==> src/rtl/core/vbd_pkg.sv <==
`default_nettype none
// ----------------------------------------------------------------------------
// vbd_pkg: shared types and constants of the vector beam generator
// Holds the fixed point format, queue word, divider request and response,
// command codes and the back end state encoding.
// ----------------------------------------------------------------------------
package vbd_pkg;

  // Fraction bits of the beam position.
  localparam int unsigned FracBits = 16;
  localparam int unsigned BeamW    = 48;
  // Integer coordinates plus headroom for differences.
  localparam int unsigned CoordW   = BeamW - FracBits + 2;
  // Divider geometry.
  localparam int unsigned DivSW    = CoordW;
  localparam int unsigned DivDW    = 2 * CoordW;
  localparam int unsigned ScaleQW  = FracBits + 22;
  localparam int unsigned DivQW    = (ScaleQW > CoordW) ? ScaleQW : CoordW;
  // Displacement shift before the scale division.
  localparam int unsigned ShBase   = 14 + FracBits;
  localparam logic [15:0] XShrink  = 16'd60948;
  localparam int unsigned QueueDepth = 2;

  localparam logic signed [CoordW-1:0] EdgeLo = -(CoordW'(32768));
  localparam logic signed [CoordW-1:0] EdgeHi = CoordW'(32767);
  localparam logic signed [BeamW+1:0] BeamMax = (BeamW+2)'({1'b0, {(BeamW-1){1'b1}}});
  localparam logic signed [BeamW+1:0] BeamMin = -BeamMax - (BeamW+2)'(1);

  typedef enum logic [2:0] {
    CMD_CENTER = 3'd0,
    CMD_LONG   = 3'd1,
    CMD_SHORT  = 3'd2,
    CMD_COLOR  = 3'd3,
    CMD_SCALE  = 3'd4
  } vbd_cmd_e;

  typedef enum logic [1:0] {
    OP_CENTER,
    OP_DRAW,
    OP_COLOR,
    OP_SCALE
  } vbd_op_e;

  typedef struct packed {
    vbd_op_e            op;
    logic signed [13:0] dx;
    logic signed [13:0] dy;
    logic [3:0]         intensity;
    logic [3:0]         color;
    logic [2:0]         bscale;
    logic [7:0]         lscale;
  } vbd_word_t;

  typedef struct packed {
    logic             start;
    logic [DivDW-1:0] dividend;
    logic [DivSW-1:0] divisor;
  } vbd_div_req_t;

  typedef struct packed {
    logic             busy;
    logic             done;
    logic [DivQW-1:0] quotient;
  } vbd_div_rsp_t;

  typedef enum logic [3:0] {
    ST_IDLE,
    ST_XSTART,
    ST_XWAIT,
    ST_XMUL,
    ST_YSTART,
    ST_YWAIT,
    ST_MOVE,
    ST_TEST,
    ST_CMUL,
    ST_CSTART,
    ST_CWAIT,
    ST_EMIT
  } vbd_state_e;

  // Fixed point to integer, truncating toward zero.
  function automatic logic signed [CoordW-1:0] beam_to_coord(logic signed [BeamW-1:0] b);
    logic signed [BeamW-1:0]  sh_v;
    logic signed [CoordW-1:0] res;
    sh_v = b >>> FracBits;
    res  = CoordW'(sh_v);
    if (b[BeamW-1] && (b[FracBits-1:0] != '0)) begin
      res = res + CoordW'(1);
    end
    return res;
  endfunction

  // Saturating beam update.
  function automatic logic signed [BeamW-1:0] sat_add(logic signed [BeamW-1:0] a,
                                                      logic signed [DivQW:0] q);
    logic signed [BeamW+1:0] sum;
    sum = (BeamW+2)'(a) + (BeamW+2)'(q);
    if (sum > BeamMax) begin
      sum = BeamMax;
    end else if (sum < BeamMin) begin
      sum = BeamMin;
    end
    return sum[BeamW-1:0];
  endfunction

  function automatic logic [CoordW-1:0] cmag(logic signed [CoordW-1:0] v);
    return v[CoordW-1] ? CoordW'(-v) : CoordW'(v);
  endfunction

endpackage
`default_nettype wire

==> src/rtl/core/vbd_front.sv <==
`default_nettype none
// ----------------------------------------------------------------------------
// vbd_front: command intake and queue
// Decodes each input word into an operation, doubles short draws, drops
// unknown commands and holds decoded words in a small queue.
// ----------------------------------------------------------------------------
module vbd_front (
  input  wire logic             clk_i,
  input  wire logic             rst_ni,
  input  wire logic             in_valid_i,
  output logic                  in_stall_o,
  input  wire logic [2:0]       command_i,
  input  wire logic signed [12:0] dx_i,
  input  wire logic signed [12:0] dy_i,
  input  wire logic [3:0]       intensity_i,
  input  wire logic [3:0]       color_code_i,
  input  wire logic [2:0]       binary_scale_i,
  input  wire logic [7:0]       linear_scale_i,
  output logic                  word_valid_o,
  output vbd_pkg::vbd_word_t    word_o,
  input  wire logic             pop_i
);

  localparam int unsigned PtrW = (vbd_pkg::QueueDepth > 1) ? $clog2(vbd_pkg::QueueDepth) : 1;
  localparam int unsigned CntW = $clog2(vbd_pkg::QueueDepth + 1);

  vbd_pkg::vbd_word_t mem_q [vbd_pkg::QueueDepth];
  logic [PtrW-1:0] wr_ptr_q, wr_ptr_d, rd_ptr_q, rd_ptr_d;
  logic [CntW-1:0] count_q, count_d;
  vbd_pkg::vbd_word_t dec;
  logic known, push, pop;

  always_comb begin
    known         = 1'b1;
    dec.op        = vbd_pkg::OP_CENTER;
    dec.dx        = 14'(dx_i);
    dec.dy        = 14'(dy_i);
    dec.intensity = intensity_i;
    dec.color     = color_code_i;
    dec.bscale    = binary_scale_i;
    dec.lscale    = linear_scale_i;
    case (command_i)
      vbd_pkg::CMD_CENTER: dec.op = vbd_pkg::OP_CENTER;
      vbd_pkg::CMD_LONG:   dec.op = vbd_pkg::OP_DRAW;
      vbd_pkg::CMD_SHORT: begin
        dec.op = vbd_pkg::OP_DRAW;
        dec.dx = {dx_i, 1'b0};
        dec.dy = {dy_i, 1'b0};
      end
      vbd_pkg::CMD_COLOR:  dec.op = vbd_pkg::OP_COLOR;
      vbd_pkg::CMD_SCALE:  dec.op = vbd_pkg::OP_SCALE;
      default:             known = 1'b0;
    endcase
  end

  assign in_stall_o   = (count_q == CntW'(vbd_pkg::QueueDepth));
  assign push         = in_valid_i && !in_stall_o && known;
  assign word_valid_o = (count_q != '0);
  assign pop          = pop_i && word_valid_o;
  assign word_o       = mem_q[rd_ptr_q];

  always_comb begin
    wr_ptr_d = wr_ptr_q;
    rd_ptr_d = rd_ptr_q;
    count_d  = count_q;
    if (push) begin
      wr_ptr_d = (wr_ptr_q == PtrW'(vbd_pkg::QueueDepth - 1)) ? '0 : wr_ptr_q + PtrW'(1);
    end
    if (pop) begin
      rd_ptr_d = (rd_ptr_q == PtrW'(vbd_pkg::QueueDepth - 1)) ? '0 : rd_ptr_q + PtrW'(1);
    end
    if (push && !pop) begin
      count_d = count_q + CntW'(1);
    end else if (pop && !push) begin
      count_d = count_q - CntW'(1);
    end
  end

  always_ff @(posedge clk_i or negedge rst_ni) begin
    if (!rst_ni) begin
      wr_ptr_q <= '0;
      rd_ptr_q <= '0;
      count_q  <= '0;
    end else begin
      wr_ptr_q <= wr_ptr_d;
      rd_ptr_q <= rd_ptr_d;
      count_q  <= count_d;
    end
  end

  always_ff @(posedge clk_i) begin
    if (push) begin
      mem_q[wr_ptr_q] <= dec;
    end
  end

endmodule
`default_nettype wire

==> config.mk <==
export PLATFORM = sky130hd
export DESIGN_NAME = vbd_front
export DESIGN_NICKNAME = d
export VERILOG_FILES = /design/src/rtl/core/vbd_pkg.sv /design/src/rtl/core/vbd_front.sv
export SDC_FILE = /design/constraint.sdc
export NUM_CORES = 1
export LEC_CHECK = 0
export CORE_ASPECT_RATIO = 0.6
export CORE_MARGIN = 4
export CORE_UTILIZATION = 38
export CTS_CLUSTER_DIAMETER = 200
export DETAILED_ROUTE_END_ITERATION = 7
export DONT_BUFFER_PORTS = 1
export GPL_TIMING_DRIVEN = 0
export PLACE_DENSITY = 0.56
export SYNTH_ARGS = -nofsm -noshare
export SYNTH_HDL_FRONTEND = slang
export SYNTH_SLANG_ARGS = --single-unit
==> constraint.sdc <==
create_clock -name clk_i -period 3.4 [get_ports clk_i]
set_input_delay 0.68 -clock clk_i [delete_from_list [all_inputs] [get_ports clk_i]]
set_output_delay 0.68 -clock clk_i [all_outputs]
set_load 0.05 [all_outputs]
* After elaboration in Yosys (flattened, before gate mapping)
Memory sizes are Yosys's and may differ from the RTL's.
Index checks and enable logic that the tools add are counted.
** Cells by class
- Add/subtract/negate cells :: 4
- Eq/ne operators :: 5
- Mux-type cells :: 9
- Reduce and logical (&&, ||, !) cells :: 13
** Operators by type and width (count)
- two-way mux 27 bit :: 1
- == test 3 x 2 -> 1 bit (second input constant) :: 2
- one-hot mux 2 bit (3 select lines) :: 1
- logical AND 1 bit :: 5
- two-way mux 1 bit :: 5
- OR reduction 5 bit :: 1
- two-way mux 2 bit :: 2
- nonzero test 2 bit :: 2
- == test 3 x 1 -> 1 bit (second input constant) :: 1
- == test 3 bit (second input constant) :: 1
- logical NOT 1 bit :: 3
- logical NOT 3 bit :: 1
- adder 1 bit (second input constant) :: 2
- adder 2 x 1 -> 2 bit (second input constant) :: 1
- == test 2 bit (second input constant) :: 1
- OR reduction 2 bit :: 1
- subtractor 2 x 1 -> 2 bit (second input constant) :: 1
** Storage, ports and cells
- Flip-flop bits (word level) :: 4
- Memory bits (writable) :: 98
- Output and inout port bits :: 51
- Word-level logic and storage cells :: 35
- Memories kept :: 1
** Memory list
- mem_q :: depth 2, bits a word 49, rd ports 1, clocked after memory_dff 0, wr ports 1, line vbd_front.sv:27 : vbd_pkg::vbd_word_t mem_q [vbd_pkg::QueueDepth];

* Depth between registers and ports, before layout
- Word-level depth :: 8
- Mapped depth :: 7
- Gate-level depth less buffers :: 7

* Worst setup path after synthesis
Ideal clock, no wire load.
- Kind :: register -> register
- Start point :: register count_q[1]
- End point :: memory mem_q[0][0] in the netlist's numbering, enable pin
- Arrival :: 3.064 ns
- Required time :: 2.944 ns
- Path slack :: -0.120 ns
- Stages on the path, launching flop included :: 4
- Path buffers :: 0
- Cells stage by stage :: dfrtp_1 nor2b_1 nand3b_1 nor2_1
** Between the ends
- Word-level cells in the longest chain between the ends :: 6
** Ends and longest elaborated chain
- start: declaration :: line vbd_front.sv:29 : logic [CntW-1:0] count_q, count_d;
- start signal: assignment :: line vbd_front.sv:87 : count_q <= count_d;
- == test 2 bit :: line vbd_front.sv:56 : assign in_stall_o = (count_q == CntW'(vbd_pkg::QueueDepth));
- net in_stall_o :: line vbd_front.sv:11 : output logic in_stall_o,
- logical NOT 1 bit :: line vbd_front.sv:57 : assign push = in_valid_i && !in_stall_o && known;
- logical AND 1 bit (2 in series) :: line vbd_front.sv:57
- two-way mux 1 bit :: line vbd_front.sv:92 : if (push) begin
- two-way mux 1 bit (not written as such) :: line vbd_front.sv:93 : mem_q[wr_ptr_q] <= dec;
- end: declaration :: line vbd_front.sv:27
The timed path passes the listed nets, and every way through them passes these cells.

* Final worst setup path
- Start point :: register count_q[0]
- End point :: memory mem_q[1][33] in the netlist's numbering, enable pin
The elaborated chain is that of the path after synthesis.

==> metrics.md <==
| Metric | Value |
|---|---|
| Area delta synth->final | 14.43% |
| Commonest non-fill, non-tap cell in the layout | edfxtp_1 |
| Crit path time final | 2.449 ns |
| DP Worst Slack | 0.9538 ns |
| Initial antenna violation count | 0 |
| IO Pins | 103 |
| Total gr overflow | 0 |
| Switching Share | 40.26% |
| Tcrit/Tclk final | 72.02% |
| Crit path DAT | 2.54 ns |
| First-pass GRT wire length | 11370 µm |
| N_diodes | 0 |
| Largest net degree at the start of global routing | 20 |
| Layout Utilization | 44.49% |
| Via count | 1836 |
| Cell Area, Placed | 4390 µm² |
| Routed Wire Length | 7583 µm |
| Worst Path Required | 3.49 ns |
| Commonest cells after routing, fill and taps aside | edfxtp_1 (98), mux2_2 (72), clkbuf_16 (9) |
| Final Slew Violations | 0 |
| Core area | 10520 µm² |
| CTS Hold Bufs | 0 |
| Critical path class | flop to flop |
| Fmax achieved | 408.4 MHz |
| Die H | 88.38 µm |
| Clock Tree Root | clkbuf_16 |
| Share of cells above drive strength 1 | 44.10% |
| IO Port Bufs | 0 |
| GRT Total Usage | 12.58% |
| Final hold violations | 0 |
| Max-cap violations | 0 |
| Synthesized instance count | 209 |
| Leak | 1.522 nW |
| Part of the power in combinational logic | 38.9% |
| Synthesized area per cell | 19.58 µm² |
| Synth Area in Simple Gates | 2.141% |
| Post-synth top area share | 71.93% |
| Setup Skew | 0.003524 ns |
| Post-DRT Antenna Nets | 0 |
| Unrepaired setup endpoints after global routing | no |
| Mapped Nets | 262 |
| Sequential power share | 38.3% |
| Largest family of logic cells by synthesized area | multiplexers |
| Vias in the first global route | 1984 |
| Status | finished clean |
| Pre-antenna DRT Iters | 4 |
| Top cells by area, synth | edfxtp_1 (72%), mux2_2 (20%), dfrtp_1 (2.4%), xnor2_1 (0.86%), buf_2 (0.61%) |
| Initial drt markers | 41 |
| Sw Pwr | 0.001752 W |
| Synthesis-stage register bit count | 102 |
| Standard-cell rows | 29 |
| Die area | 12550 µm² |
| Tightest Pin Transition | 1.006 ns |
| Final setup margin | 0.9513 ns |
| Synth cell types | 19 |
| Clk_lat worst skew | 0.33 ns |
| WHS | 0.03393 ns |
| CP endpoint kind | flop |
| Ys Warns | 0 |
| Final setup viols | 0 |
| DRC | 0 |
| Clock-pin slew on the worst setup and hold paths | 0.06 ns |
| VDD IR max | 0.3678 mV |
| Cell Pwr Density | 929.5 nW/µm² |
| Post-Syn Area | 4091 µm² |
| Total CTS buffers | 9 |
| XOR/XNOR Fraction of Synth Area | 1.284% |
| Wirelength per Cell | 20.61 µm |
| H-tree levels | 3 |
| CP max FO | 19 |
| Startpoint types | flop |
| Final GP Congestion | 0.6733 |
| Max clock buf depth | 2 |
| Clock share of power | 22.7% |
| Die Wd | 142.0 µm |
| CTS tree | done |
| Min-delay worst type | primary input to async pin |
| Leading area contributor after synthesis | edfxtp_1 |
| Internal power | 0.002600 W |
| CTS resizes | 0 |
| Slew HR | 32.82% |
| Post-DP HPWL | 5326 µm |
| Nets | 277 |
| Synth Area in Adders | 0.3058% |
| Post-CTS Setup Bufs | 0 |
| Vias per cell | 4.989 |
| Mux contribution to synthesized area | 20.09% |
| Compound-Gate Fraction of Synth Area | 0.3670% |
| Sequential fraction of the synthesis area | 74.37% |
| Initial core utilization | 38.88% |
| Finished Cell Area | 4682 µm² |
| Clk sink count | 102 |
==> cells by family after synthesis <==
logic type,count (synthesis)
fa+ha+maj,1
simple gates,14
buf+inv,10
flops,102
mux,73
xor+xnor,6
compound gates,3
==> power groups by stage <==
stage	clock, W	combinational (W)	sequential (W)
2_1_floorplan	0	0.00145	0.00169
3_3_place_gp	0	0.00164	0.00171
3_5_place_dp	0	0.00172	0.00170
4_1_cts	0.00102	0.00173	0.00167
5_1_grt	0.00107	0.00178	0.00169
6_report	0.000988	0.00170	0.00167
==> final timing paths <==
| kind | from | to | slack [ns] | depth (start not counted) |
|---|---|---|---|---|
| worst max-delay path | count_q[0] | mem_q[1][33] | 0.95 | 5 |
| worst min-delay path | rst_ni | wr_ptr_q | 0.03 | 0 |
| worst max register to register | count_q[0] | mem_q[1][33] | 0.95 | 5 |
| worst min register to register | count_q[1] | count_q[1] | 0.48 | 1 |
| max in group asynchronous | rst_ni | count_q[0] | 3.30 | 0 |
| min in group clk_i | dx_i[12] | mem_q[1][46] | 0.44 | 0 |
==> flip-flops by register name (all words and copies together) (netlist names) <==
name	cells
wr_ptr_q	1
rd_ptr_q	1
mem_q	98
count_q	2
==> cell type report <==
| cell class | instances | area [µm²] |
|---|---|---|
| Timing Repair Buffer | 4 | 110.1 |
| Inverter | 2 | 7.507 |
| Tap cell | 139 | 173.9 |
| Clock buffer | 10 | 229.0 |
| Clock inverter | 6 | 62.56 |
| Buffer | 8 | 51.30 |
| Fill cell | 946 | 5841 |
| Multi-Input combinational cell | 97 | 1005 |
| Sequential cell | 102 | 3043 |
==> metal layers <==
metal  global-route usage, %  routed length, µm
met4                   3.920                 83
met5                       0                  0
met3                   8.423               1038
met2                   18.31               3313
met1                   15.26               3147
==> synthesized netlist by cell type <==
library cell and instances:
mux2_1 1, nor3b_4 1, xor2_1 2, edfxtp_1 98
nand2b_1 1, nor2_1 4, buf_2 5, buf_6 2
ha_1 1, dfrtp_1 4, o21ai_0 3, nand2_1 2
or2_2 1, nor2b_1 3, xnor2_1 4, inv_1 2
clkbuf_1 1, nand3b_1 2, mux2_2 72
==> critical path, stage by stage, from the launching register on <==
cell      delay [ns]
dfrtp_1         0.43
nor2b_1         0.80
nand3b_1        0.39
nor2_4          0.20
buf_16          0.20
buf_16          0.17
==> through the flow <==
step / total power, W / setup TNS [ns] / instances
floorplan: 0.003144 / -11.75 / 209
global placement: 0.003351 / -147.00 / 348
detailed placement: 0.003418 / 0 / 352
CTS: 0.004419 / 0 / 368
global route: 0.004539 / 0 / 368
finish: 0.004352 / 0 / 368
No activity file was read; power rests on OpenSTA's default activity.
